--- src/hw/rtl/trimmed_mean_window_filter_3axis_top_macros.svh ---
// ----------------------------------------------------------------------------
// trimmed mean window filter assertion macros
// shared concurrent assertion forms for the filter rtl
// ----------------------------------------------------------------------------
`ifndef TRIMMED_MEAN_WINDOW_FILTER_3AXIS_TOP_MACROS_SVH
`define TRIMMED_MEAN_WINDOW_FILTER_3AXIS_TOP_MACROS_SVH

// same-cycle implication
`define TMWF_ASSERT_SAME(lbl, clk, rstn, ante, cons, msg) \
    lbl: assert property (@(posedge clk) disable iff (!(rstn)) (ante) |-> (cons)) \
        else $error(msg);

// next-cycle implication
`define TMWF_ASSERT_NEXT(lbl, clk, rstn, ante, cons, msg) \
    lbl: assert property (@(posedge clk) disable iff (!(rstn)) (ante) |=> (cons)) \
        else $error(msg);

`endif

--- src/hw/rtl/tmwf_pkg.sv ---
// ----------------------------------------------------------------------------
// tmwf_pkg
// shared constants and controller/datapath handshake types
// ----------------------------------------------------------------------------
package tmwf_pkg;

    localparam int SAMPLE_W   = 16;
    localparam int MEAN_W     = 24;
    localparam int FRAC_W     = 8;
    localparam int WLEN_W     = 6;
    localparam int WLEN_RESET = 20;
    localparam int MIN_LEN    = 3;
    localparam int IN_W       = 3 * SAMPLE_W;
    localparam int OUT_W      = 3 * MEAN_W;

    typedef struct packed {
        logic load_sample;
        logic walk_start;
        logic div_start;
        logic out_load;
    } cmd_t;

    typedef struct packed {
        logic fill_now;
        logic walk_busy;
        logic div_busy;
        logic out_free;
    } sts_t;

endpackage

--- src/hw/rtl/tmwf_lane.sv ---
// ----------------------------------------------------------------------------
// tmwf_lane
// one axis: sample ring store, sum/min/max walk and serial restoring divider
// ----------------------------------------------------------------------------
module tmwf_lane #(
    parameter int WINDOW_DEPTH = 32
) (
    input  logic                                        aclk,
    input  logic                                        wr_en,
    input  logic [$clog2(WINDOW_DEPTH)-1:0]             wr_addr,
    input  logic signed [tmwf_pkg::SAMPLE_W-1:0]        wr_data,
    input  logic                                        rd_en,
    input  logic [$clog2(WINDOW_DEPTH)-1:0]             rd_addr,
    input  logic                                        acc_vld,
    input  logic                                        acc_first,
    input  logic                                        div_start,
    input  logic                                        div_step,
    input  logic [$clog2(WINDOW_DEPTH+1)-1:0]           divisor,
    output logic signed [tmwf_pkg::MEAN_W-1:0]          mean
);
    import tmwf_pkg::*;

    localparam int IDX_W = $clog2(WINDOW_DEPTH);
    localparam int LEN_W = $clog2(WINDOW_DEPTH + 1);
    localparam int SUM_W = SAMPLE_W + IDX_W + 1;
    localparam int DVD_W = SUM_W + FRAC_W;

    logic signed [SAMPLE_W-1:0] mem [WINDOW_DEPTH];
    logic signed [SAMPLE_W-1:0] rd_data_reg;

    logic signed [SUM_W-1:0]    sum_reg;
    logic signed [SAMPLE_W-1:0] min_reg;
    logic signed [SAMPLE_W-1:0] max_reg;

    logic                       neg_reg;
    logic [DVD_W-1:0]           dvd_reg;
    logic [LEN_W-1:0]           rem_reg;

    logic signed [SUM_W-1:0]    num;
    logic [SUM_W-1:0]           mag;
    logic [LEN_W:0]             trial;
    logic                       trial_ge;
    logic [LEN_W-1:0]           rem_next;
    logic [MEAN_W-1:0]          quo;

    always_ff @(posedge aclk) begin
        if (wr_en) begin
            mem[wr_addr] <= wr_data;
        end
    end

    always_ff @(posedge aclk) begin
        if (rd_en) begin
            rd_data_reg <= mem[rd_addr];
        end
    end

    always_ff @(posedge aclk) begin
        if (acc_vld) begin
            if (acc_first) begin
                sum_reg <= SUM_W'(rd_data_reg);
                min_reg <= rd_data_reg;
                max_reg <= rd_data_reg;
            end else begin
                sum_reg <= sum_reg + SUM_W'(rd_data_reg);
                if (rd_data_reg < min_reg) begin
                    min_reg <= rd_data_reg;
                end
                if (rd_data_reg > max_reg) begin
                    max_reg <= rd_data_reg;
                end
            end
        end
    end

    always_comb begin
        num      = sum_reg - SUM_W'(min_reg) - SUM_W'(max_reg);
        mag      = num[SUM_W-1] ? SUM_W'(-num) : SUM_W'(num);
        trial    = {rem_reg, dvd_reg[DVD_W-1]};
        trial_ge = (trial >= {1'b0, divisor});
        rem_next = trial_ge ? LEN_W'(trial - {1'b0, divisor}) : LEN_W'(trial);
        quo      = dvd_reg[MEAN_W-1:0];
    end

    always_ff @(posedge aclk) begin
        if (div_start) begin
            neg_reg <= num[SUM_W-1];
            dvd_reg <= {mag, {FRAC_W{1'b0}}};
            rem_reg <= '0;
        end else if (div_step) begin
            dvd_reg <= {dvd_reg[DVD_W-2:0], trial_ge};
            rem_reg <= rem_next;
        end
    end

    assign mean = neg_reg ? signed'(-quo) : signed'(quo);

endmodule

--- src/hw/rtl/tmwf_datapath.sv ---
// ----------------------------------------------------------------------------
// tmwf_datapath
// window length and ring index state, walk sequencing, three axis lanes
// and the result register
// ----------------------------------------------------------------------------
module tmwf_datapath #(
    parameter int WINDOW_DEPTH = 32
) (
    input  logic                              aclk,
    input  logic                              aresetn,
    input  logic                              cfg_wr_en,
    input  logic [tmwf_pkg::WLEN_W-1:0]       cfg_wr_data,
    input  logic [tmwf_pkg::IN_W-1:0]         s_tdata,
    output logic                              m_tvalid,
    input  logic                              m_tready,
    output logic [tmwf_pkg::OUT_W-1:0]        m_tdata,
    input  tmwf_pkg::cmd_t                    cmd,
    output tmwf_pkg::sts_t                    sts
);
    import tmwf_pkg::*;

    localparam int IDX_W = $clog2(WINDOW_DEPTH);
    localparam int LEN_W = $clog2(WINDOW_DEPTH + 1);
    localparam int SUM_W = SAMPLE_W + IDX_W + 1;
    localparam int DVD_W = SUM_W + FRAC_W;
    localparam int CNT_W = $clog2(DVD_W + 1);

    function automatic logic [LEN_W-1:0] clamp_len(input logic [WLEN_W-1:0] v);
        if (int'(v) < MIN_LEN) begin
            return LEN_W'(MIN_LEN);
        end else if (int'(v) > WINDOW_DEPTH) begin
            return LEN_W'(WINDOW_DEPTH);
        end
        return LEN_W'(v);
    endfunction

    logic [LEN_W-1:0]  len_reg;
    logic [LEN_W-1:0]  divisor_reg;
    logic [IDX_W-1:0]  write_index_reg;
    logic              filled_reg;
    logic              issuing_reg;
    logic [IDX_W-1:0]  rd_addr_reg;
    logic              acc_vld_reg;
    logic              acc_first_reg;
    logic [CNT_W-1:0]  div_cnt_reg;
    logic              m_tvalid_reg;
    logic [OUT_W-1:0]  m_tdata_reg;

    logic [IDX_W-1:0]  wr_idx;
    logic [LEN_W-1:0]  wr_idx_inc;
    logic              wrap;
    logic              rd_last;
    logic              div_step;

    logic signed [MEAN_W-1:0] mean [3];

    always_comb begin
        wr_idx     = (LEN_W'(write_index_reg) >= len_reg) ? '0 : write_index_reg;
        wr_idx_inc = LEN_W'(wr_idx) + LEN_W'(1);
        wrap       = (wr_idx_inc >= len_reg);
        rd_last    = (LEN_W'(rd_addr_reg) == (len_reg - LEN_W'(1)));
        div_step   = (div_cnt_reg != '0);
    end

    always_ff @(posedge aclk) begin
        if (!aresetn) begin
            len_reg         <= clamp_len(WLEN_W'(WLEN_RESET));
            divisor_reg     <= clamp_len(WLEN_W'(WLEN_RESET)) - LEN_W'(2);
            write_index_reg <= '0;
            filled_reg      <= 1'b0;
        end else if (cfg_wr_en) begin
            len_reg         <= clamp_len(cfg_wr_data);
            divisor_reg     <= clamp_len(cfg_wr_data) - LEN_W'(2);
            write_index_reg <= '0;
            filled_reg      <= 1'b0;
        end else if (cmd.load_sample) begin
            write_index_reg <= wrap ? '0 : IDX_W'(wr_idx_inc);
            if (wrap) begin
                filled_reg <= 1'b1;
            end
        end
    end

    // window walk: address issue then registered read, one entry a cycle
    always_ff @(posedge aclk) begin
        if (!aresetn) begin
            issuing_reg   <= 1'b0;
            rd_addr_reg   <= '0;
            acc_vld_reg   <= 1'b0;
            acc_first_reg <= 1'b0;
            div_cnt_reg   <= '0;
        end else begin
            acc_vld_reg   <= issuing_reg;
            acc_first_reg <= issuing_reg && (rd_addr_reg == '0);
            if (cmd.walk_start) begin
                issuing_reg <= 1'b1;
                rd_addr_reg <= '0;
            end else if (issuing_reg) begin
                if (rd_last) begin
                    issuing_reg <= 1'b0;
                end else begin
                    rd_addr_reg <= rd_addr_reg + IDX_W'(1);
                end
            end
            if (cmd.div_start) begin
                div_cnt_reg <= CNT_W'(DVD_W);
            end else if (div_step) begin
                div_cnt_reg <= div_cnt_reg - CNT_W'(1);
            end
        end
    end

    for (genvar a = 0; a < 3; a++) begin : g_lane
        tmwf_lane #(
            .WINDOW_DEPTH(WINDOW_DEPTH)
        ) u_lane (
            .aclk      (aclk),
            .wr_en     (cmd.load_sample),
            .wr_addr   (wr_idx),
            .wr_data   (s_tdata[a*SAMPLE_W +: SAMPLE_W]),
            .rd_en     (issuing_reg),
            .rd_addr   (rd_addr_reg),
            .acc_vld   (acc_vld_reg),
            .acc_first (acc_first_reg),
            .div_start (cmd.div_start),
            .div_step  (div_step),
            .divisor   (divisor_reg),
            .mean      (mean[a])
        );
    end

    always_ff @(posedge aclk) begin
        if (!aresetn) begin
            m_tvalid_reg <= 1'b0;
        end else if (cmd.out_load) begin
            m_tvalid_reg <= 1'b1;
        end else if (m_tready) begin
            m_tvalid_reg <= 1'b0;
        end
    end

    always_ff @(posedge aclk) begin
        if (cmd.out_load) begin
            m_tdata_reg <= {mean[2], mean[1], mean[0]};
        end
    end

    assign m_tvalid = m_tvalid_reg;
    assign m_tdata  = m_tdata_reg;

    always_comb begin
        sts.fill_now  = filled_reg | wrap;
        sts.walk_busy = issuing_reg | acc_vld_reg;
        sts.div_busy  = div_step;
        sts.out_free  = !m_tvalid_reg || m_tready;
    end

endmodule

--- src/hw/rtl/tmwf_ctrl.sv ---
// ----------------------------------------------------------------------------
// tmwf_ctrl
// sequencer: sample intake, window walk, divide and result hand-off
// ----------------------------------------------------------------------------
`include "trimmed_mean_window_filter_3axis_top_macros.svh"

module tmwf_ctrl (
    input  logic               aclk,
    input  logic               aresetn,
    input  logic               s_tvalid,
    output logic               s_tready,
    output tmwf_pkg::cmd_t     cmd,
    input  tmwf_pkg::sts_t     sts
);
    import tmwf_pkg::*;

    typedef enum logic [3:0] {
        ST_IDLE = 4'b0001,
        ST_WALK = 4'b0010,
        ST_DIV  = 4'b0100,
        ST_OUT  = 4'b1000
    } state_t;

    state_t state_reg;
    state_t state_next;

    always_ff @(posedge aclk) begin
        if (!aresetn) begin
            state_reg <= ST_IDLE;
        end else begin
            state_reg <= state_next;
        end
    end

    always_comb begin
        state_next      = state_reg;
        cmd             = '0;
        s_tready        = 1'b0;
        unique case (state_reg)
            ST_IDLE: begin
                s_tready = 1'b1;
                if (s_tvalid) begin
                    cmd.load_sample = 1'b1;
                    if (sts.fill_now) begin
                        cmd.walk_start = 1'b1;
                        state_next     = ST_WALK;
                    end
                end
            end
            ST_WALK: begin
                if (!sts.walk_busy) begin
                    cmd.div_start = 1'b1;
                    state_next    = ST_DIV;
                end
            end
            ST_DIV: begin
                if (!sts.div_busy) begin
                    state_next = ST_OUT;
                end
            end
            ST_OUT: begin
                if (sts.out_free) begin
                    cmd.out_load = 1'b1;
                    state_next   = ST_IDLE;
                end
            end
            default: begin
                state_next = ST_IDLE;
            end
        endcase
    end

    `TMWF_ASSERT_NEXT(a_walk_after_fill, aclk, aresetn,
        (state_reg == ST_IDLE) && s_tvalid && sts.fill_now, state_reg == ST_WALK,
        "full window transaction did not start a walk")
    `TMWF_ASSERT_NEXT(a_walk_busy, aclk, aresetn, cmd.walk_start, sts.walk_busy,
        "walk did not start")
    `TMWF_ASSERT_NEXT(a_div_busy, aclk, aresetn, cmd.div_start, sts.div_busy,
        "divider did not start")
    `TMWF_ASSERT_SAME(a_out_free, aclk, aresetn, cmd.out_load, sts.out_free,
        "result loaded over a pending transaction")

endmodule

--- src/hw/rtl/trimmed_mean_window_filter_3axis_top.sv ---
// ----------------------------------------------------------------------------
// trimmed_mean_window_filter_3axis_top
// three-axis sliding-window trimmed mean (min and max dropped), 8 fraction bits
// ----------------------------------------------------------------------------
// One sample transaction at a time. A transaction that leaves the window still
// filling is stored without a walk. Once the window holds L samples (L is
// window_len clamped to 3..WINDOW_DEPTH), each transaction walks the L entries
// of the ring store through its single read port, then runs a bit-serial
// restoring divider, one per axis, all run in parallel.
// A finished result waits in the output register while the next sample is
// taken. Writing window_len restarts filling.
// ----------------------------------------------------------------------------
module trimmed_mean_window_filter_3axis_top #(
    parameter int WINDOW_DEPTH = 32
) (
    input  logic                              aclk,
    input  logic                              aresetn,
    input  logic                              cfg_wr_en,
    input  logic [tmwf_pkg::WLEN_W-1:0]       cfg_wr_data,   // window_len
    input  logic                              s_tvalid,
    output logic                              s_tready,
    input  logic [tmwf_pkg::IN_W-1:0]         s_tdata,       // x_sample, y_sample, z_sample
    output logic                              m_tvalid,
    input  logic                              m_tready,
    output logic [tmwf_pkg::OUT_W-1:0]        m_tdata        // x_mean, y_mean, z_mean
);
    import tmwf_pkg::*;

    cmd_t cmd;
    sts_t sts;

    tmwf_ctrl u_ctrl (
        .aclk     (aclk),
        .aresetn  (aresetn),
        .s_tvalid (s_tvalid),
        .s_tready (s_tready),
        .cmd      (cmd),
        .sts      (sts)
    );

    tmwf_datapath #(
        .WINDOW_DEPTH(WINDOW_DEPTH)
    ) u_datapath (
        .aclk        (aclk),
        .aresetn     (aresetn),
        .cfg_wr_en   (cfg_wr_en),
        .cfg_wr_data (cfg_wr_data),
        .s_tdata     (s_tdata),
        .m_tvalid    (m_tvalid),
        .m_tready    (m_tready),
        .m_tdata     (m_tdata),
        .cmd         (cmd),
        .sts         (sts)
    );

endmodule
--- config.mk ---
export PLATFORM = sky130hd
export DESIGN_NAME = trimmed_mean_window_filter_3axis_top
export DESIGN_NICKNAME = d
export VERILOG_FILES = /design/src/hw/rtl/tmwf_pkg.sv /design/src/hw/rtl/tmwf_lane.sv /design/src/hw/rtl/tmwf_datapath.sv /design/src/hw/rtl/tmwf_ctrl.sv /design/src/hw/rtl/trimmed_mean_window_filter_3axis_top.sv
export VERILOG_INCLUDE_DIRS = /design/src /design/src/hw/rtl
export SDC_FILE = /design/constraint.sdc
export NUM_CORES = 2
export LEC_CHECK = 0
export ABC_CLOCK_PERIOD_IN_PS = 6400
export BUFFER_PORTS_ARGS = -buffer_cell sky130_fd_sc_hd__buf_4
export CAP_MARGIN = 20
export CORE_MARGIN = 4
export CORE_UTILIZATION = 25
export CTS_CLUSTER_SIZE = 8
export DETAILED_ROUTE_END_ITERATION = 10
export PLACE_DENSITY = 0.46
export SETUP_SLACK_MARGIN = 0.15
export SYNTH_ARGS = -nofsm -noshare
export SYNTH_HDL_FRONTEND = slang
export SYNTH_HIERARCHICAL = 1
export SYNTH_SLANG_ARGS = --single-unit
--- constraint.sdc ---
create_clock -name aclk -period 6.4 [get_ports aclk]
set_clock_uncertainty 0.05 [all_clocks]
set_input_delay 0.96 -clock aclk [delete_from_list [all_inputs] [get_ports aclk]]
set_output_delay 0.96 -clock aclk [all_outputs]
set_load 0.02 [all_outputs]
Word level (Yosys, flattened, before mapping)
Memories as Yosys holds them, arrays and structs flattened. A register that Yosys moved wholly into a read port is not among the register bits. Index checks and enable logic that the tools add are counted.

Bitwise logic cells: 4. Equality and inequality tests: 10. $add $sub $neg: 23. Multiplexer cells: 64. Reduce and logical (&&, ||, !) cells: 25. Order comparisons: 13.

Operators by type and width (number): $mux 16 (12); $mux 30 (6); $mux 22 (6); $sub 22x16->22 (6); $mux 24 (3); $neg 24->24 (3); $add 22x16->22 (3); $neg 22->22 (3); $gt 16x16->1 (3); $lt 16x16->1 (3); $mux 6 (8); $ge 7x6->1 (3); $mux 4 (5); $mux 5 (4); $sub 6x6->6 (3); $mux 1 (17); $pmux 4 s4 (1); $reduce_and 2->1 (8); $reduce_bool 2->1 (8); $ne 2x2->1 const B (5); $add 5x1->6 const B (1); $eq 5x6->1 (1); $ge 5x6->1 (1); $ge 6x6->1 (1); other kinds (20) (25).

Register bits after elaboration: 381. Bits in writable memories: 1536. Input bits: 59. Memories kept: 3. Logic and storage cells: 176. Output and inout port bits: 74.

Memory list: u_datapath.g_lane[0].u_lane.mem (depth 32, width 16, rd ports 1, clocked after memory_dff 1, wr ports 1, line tmwf_lane.sv:28) `logic signed [SAMPLE_W-1:0] mem [WINDOW_DEPTH];`; u_datapath.g_lane[1].u_lane.mem (depth 32, width 16, rd ports 1, clocked after memory_dff 1, wr ports 1, line tmwf_lane.sv:28); u_datapath.g_lane[2].u_lane.mem (depth 32, width 16, rd ports 1, clocked after memory_dff 1, wr ports 1, line tmwf_lane.sv:28).

Logic depth before layout (Yosys ltp)
Depth after elaboration: 10. Depth in mapped cells: 23. Depth with buffers taken out: 20.

Cells and area by module
Netlist, hierarchy kept.

Modules (own cells, without submodules): tmwf_lane at u_datapath.g_lane[1].u_lane ... (sequential area each 18447.7 µm², times used 2, area each 27752.9 µm², cells an instance 1608); tmwf_lane at u_datapath.g_lane[0].u_lane (sequential area each 18447.7 µm², times used 1, area each 27910.5 µm², cells an instance 1624); tmwf_datapath (sequential area each 2782.7 µm², times used 1, area each 4051.4 µm², cells an instance 300); tmwf_ctrl (sequential area each 80.1 µm², times used 1, area each 290.3 µm², cells an instance 35).

Worst setup path after synthesis
Ideal clock, no wire load.

Kind: input -> register. Start: input port m_tready. End: register u_datapath.m_tdata_reg[0], in the netlist u_datapath/m_tdata[0] (enable). Arrival: 6.125 ns. Buffers on the path: 0. Slack: -0.368 ns. Stages on the path: 3. Library setup time: 0.593 ns. Data required time: 5.757 ns. Cell sequence: nand2b_1 -> nand2_1 -> nor3_1.

RTL lines: start, declared (line trimmed_mean_window_filter_3axis_top.sv:24) `input logic m_tready,`; end signal, assigned (line tmwf_datapath.sv:144) `m_tdata_reg <= {mean[2], mean[1], mean[0]};`; end, declared (line tmwf_datapath.sv:47) `logic [OUT_W-1:0] m_tdata_reg;`.

==> out/metrics.csv <==
stage;metric;value;unit
status;status;finished clean;
placed_design;place_inst;9845;
power_and_ir_drop;p_leak;33.6;nW
worst_setup_path;path_cells;ha_1 -> a21o_1 -> a21oi_1 -> o21ai_0 -> and2_1 -> nor2_1 -> ha_1 -> nand3_1 -> xor2_1 -> nor2_1 -> ha_1 -> a21o_1 -> a21oi_1 -> o31a_1 -> nand2b_1 -> and3_4 -> nor2b_1 -> nand2b_1 -> o31ai_1;
route;ant_nets;0;
synthesis;seq_area_frac_synth;0.663;
worst_setup_path;cp.buffers_inverters;0;
worst_setup_path;arrival;6010;ps
synthesis;synth_top_family_by_area;multiplexers;
synthesis;synth_fa_ha_area_frac;0.0541;
clocking;cts_buffers;288;
sta;slew_headroom;0.267;
synthesis;synth_edf_count;1887;
worst_setup_path;start_kind;flop;
worst_setup_path;crit_cells;19;
global_route;grt_pass1_wl;328000;um
synthesis;synth_xor_area_frac;0.0262;
synthesis;ys.warnings.count;6;
worst_setup_path;cp.required;7120;ps
global_route;grt_overflow_total;0;
sta;tightest_slew;1100;ps
sta;hold_viol;0;
clocking;insertion_delay;900;ps
power_and_ir_drop;irDropWorstVdd;0.197;mV
route;avgViaCountPerCell;4.55;
clocking;htree_levels;5;
clocking;cts_sinks;1964;
power_and_ir_drop;p_per_area;307;mW/mm2
worst_setup_path;worst-path-max-fanout;14;
worst_setup_path;critPathTopFamily;simple AND/OR/NAND/NOR gates;
worst_setup_path;r2r_cells;19;
worst_setup_path;crit_path_end;u_datapath/rd_addr_reg[2]$_SDFFE_PP0P_;
sta;period_minus_slack;5300;ps
route;wl_per_cell;21.4;um
global_route;grt_start_max_net_pins;110;
layout;largest_reg_flops;1536;
layout;fillers;34100;
floorplan;core;0.349;mm2
synthesis;synth_flop_cell;edfxtp_1;
worst_setup_path;r2r-start;u_datapath/write_index_reg[3]$_SDFFE_PP0P_;
placed_design;place.gp.congestion;0.774;
clocking;cts_root_buf;clkbuf_16;
route;routed_wl;219000;um
floorplan;io_pins;133;
sta;slew_violations;0;
synthesis;async_reset_ff_frac;0;
clocking;post_cts_buffers;0;
placed_design;io_buffers;132;
worst_setup_path;critPathMostFrequentCell;ha_1;
layout;instances_no_fill;10200;
clocking;cts_hold_buffers;0;
layout;final_util;0.296;
floorplan;rows;217;
synthesis;ys_ff_latch;1964;
global_route;grt_usage;0.119;
synthesis;yosys.area_share.simple;0.0515;
clocking;post_cts_resized;0;
placed_design;dpl.hpwl;139000;um
power_and_ir_drop;power;31.8;mW
sta;period_share;0.827;
synthesis;postSynthCellCount;5175;
worst_setup_path;crit_path_start;u_datapath/write_index_reg[3]$_SDFFE_PP0P_;
route;drtIter0Drc;3004;
global_route;grt_antenna_before_repair;15;
route;vias;46600;
route;drc;0;
layout;area_growth;17.9;%
sta;max_freq;189;MHz
synthesis;synth-compound-area-share;0.0526;
synthesis;synth_area;0.0878;mm2
worst_setup_path;r2r_slack;1100;ps
worst_setup_path;worstSetupEndpointType;flop;
synthesis;synth.distinct_cells;98;
sta;rsz0062_at_grt;false;
worst_setup_path;crit_path_max_incr_delay;680;ps
synthesis;syn-mean-instance-area;17.0;um2
synthesis;synthMuxAreaShare;0.134;
global_route;grt_pass1_vias;49000;
clocking;clockBufferDepth;4;
floorplan;die_w;600;um
sta;setup_viol;0;
clocking;tritoncts;done;
worst_setup_path;rr_endpoint;u_datapath/rd_addr_reg[2]$_SDFFE_PP0P_;
placed_design;dpl_cell_area;0.0953;mm2
floorplan;die_y;600;um
route;drt_pass1_iterations;5;
hold_path;hold_path_class;in2reg;
worst_setup_path;critical_path_class;reg2reg;
run;cap_violations;0;
clocking;clk_pin_slew_worst_paths;60;ps
layout;layout.nets;5941;
sta;setup_tns;0;ps
layout;drive_above_1_share;0.233;
worst_setup_path;slowest_stage;nor2_1;
layout;fin_area;0.103;mm2
floorplan;start_util;0.251;
synthesis;synth_nets;5572;
floorplan;die_area;0.361;mm2
-- how the worst min path moves through the flow --
stage	from	endpoint	slack [ps]	depth (start not counted)
6_report	aresetn	u_datapath/divisor_reg[4]$_SDFFE_PN1P_	350	2
3_3_place_gp	u_datapath/filled_reg$_SDFFE_PP0P_	u_datapath/filled_reg$_SDFFE_PP0P_	390	2
4_1_cts	aresetn	u_datapath/divisor_reg[4]$_SDFFE_PN1P_	260	2
2_1_floorplan	u_datapath/g_lane[0].u_lane/rem_reg[5]$_SDFFE_PP0P_	u_datapath/g_lane[0].u_lane/rem_reg[5]$_SDFFE_PP0P_	380	2
3_5_place_dp	u_datapath/g_lane[0].u_lane/rem_reg[5]$_SDFFE_PP0P_	u_datapath/g_lane[0].u_lane/rem_reg[5]$_SDFFE_PP0P_	400	2
5_1_grt	aresetn	u_datapath/divisor_reg[4]$_SDFFE_PN1P_	320	2
-- power breakdown --
part | internal, mW | switching [mW]
sequential | 14.8 | 0.452
clock | 8.29 | 5.55
combinational | 1.10 | 1.61
total | 24.2 | 7.61
-- metal layers --
metal,vias up,wire [um],global-route usage,part of all wire
met5,-,100,0,0.00046
met4,16,4620,0.0296,0.021
met3,315,10100,0.0217,0.046
met2,915,101000,0.189,0.46
met1,24200,102000,0.167,0.47
li1,21200,-,-,-
-- cells by family after synthesis --
family | after synthesis
DFF | 1964
and+or+nand+nor | 917
AOI/OAI and AO/OA | 717
muxes | 572
buffers and inverters | 407
adders and majority gates | 338
xor gates and xnor gates | 260
-- placed cells by master (no fill, tap or decap), types with 57 or more instances in the layout --
cell type,synthesis,routed
a21o_1,62,62
a21oi_1,171,171
buf_4,5,236
clkbuf_16,0,291
dfxtp_1,77,69
edfxtp_1,1887,1887
fa_1,69,69
ha_1,269,269
inv_1,219,218
mux2_2,57,57
mux4_2,480,480
nand2_1,240,240
nor2_1,281,184
nor2_2,0,97
o21ai_0,221,220
xnor2_1,173,173
xor2_1,85,85
-- through the flow --
step | setup WS (ps) | hold WS, ps
global route | 558 | 318
detailed placement | 1160 | 399
finish | 1100 | 354
CTS | 1130 | 261
global placement | 1170 | 394
floorplan | 1860 | 376
-- synth_stat cells (all sizes together) (16+ instances only) --
cell / instances / area (um2)
nand2: 241 / 907
ha: 269 / 3370
or4: 16 / 120
dfxtp: 77 / 1540
nand4: 33 / 206
xor2: 85 / 744
mux2i: 35 / 350
o21a: 38 / 285
nor3: 56 / 280
buf: 55 / 248
mux2: 57 / 642
inv: 219 / 822
o21bai: 17 / 128
clkbuf: 133 / 499
xnor2: 174 / 1530
a21o: 63 / 474
a21oi: 173 / 873
edfxtp: 1887 / 56700
and2: 18 / 118
nor2: 281 / 1050
mux4: 480 / 10800
nand2b: 54 / 338
a211oi: 28 / 215
nand3b: 16 / 120
nand3: 51 / 255
and3: 23 / 155
a31oi: 22 / 138
o31ai: 34 / 255
o21ai: 233 / 1180
fa: 69 / 1380
or3: 26 / 168
nor2b: 39 / 246
-- layout make-up --
cell class / instances / area (um2) / share of cell area
Multi-Input combinational cell: 2804 / 28300 / 0.273
Antenna cell: 2 / 5.00 / 0.0000484
Tap cell: 4599 / 5750 / 0.0556
Timing Repair Buffer: 267 / 2320 / 0.0224
Inverter: 219 / 822 / 0.00794
Clock buffer: 332 / 7460 / 0.0720
Clock inverter: 33 / 632 / 0.00611
Sequential cell: 1964 / 58200 / 0.563
Power figures use the tool's default switching activity.
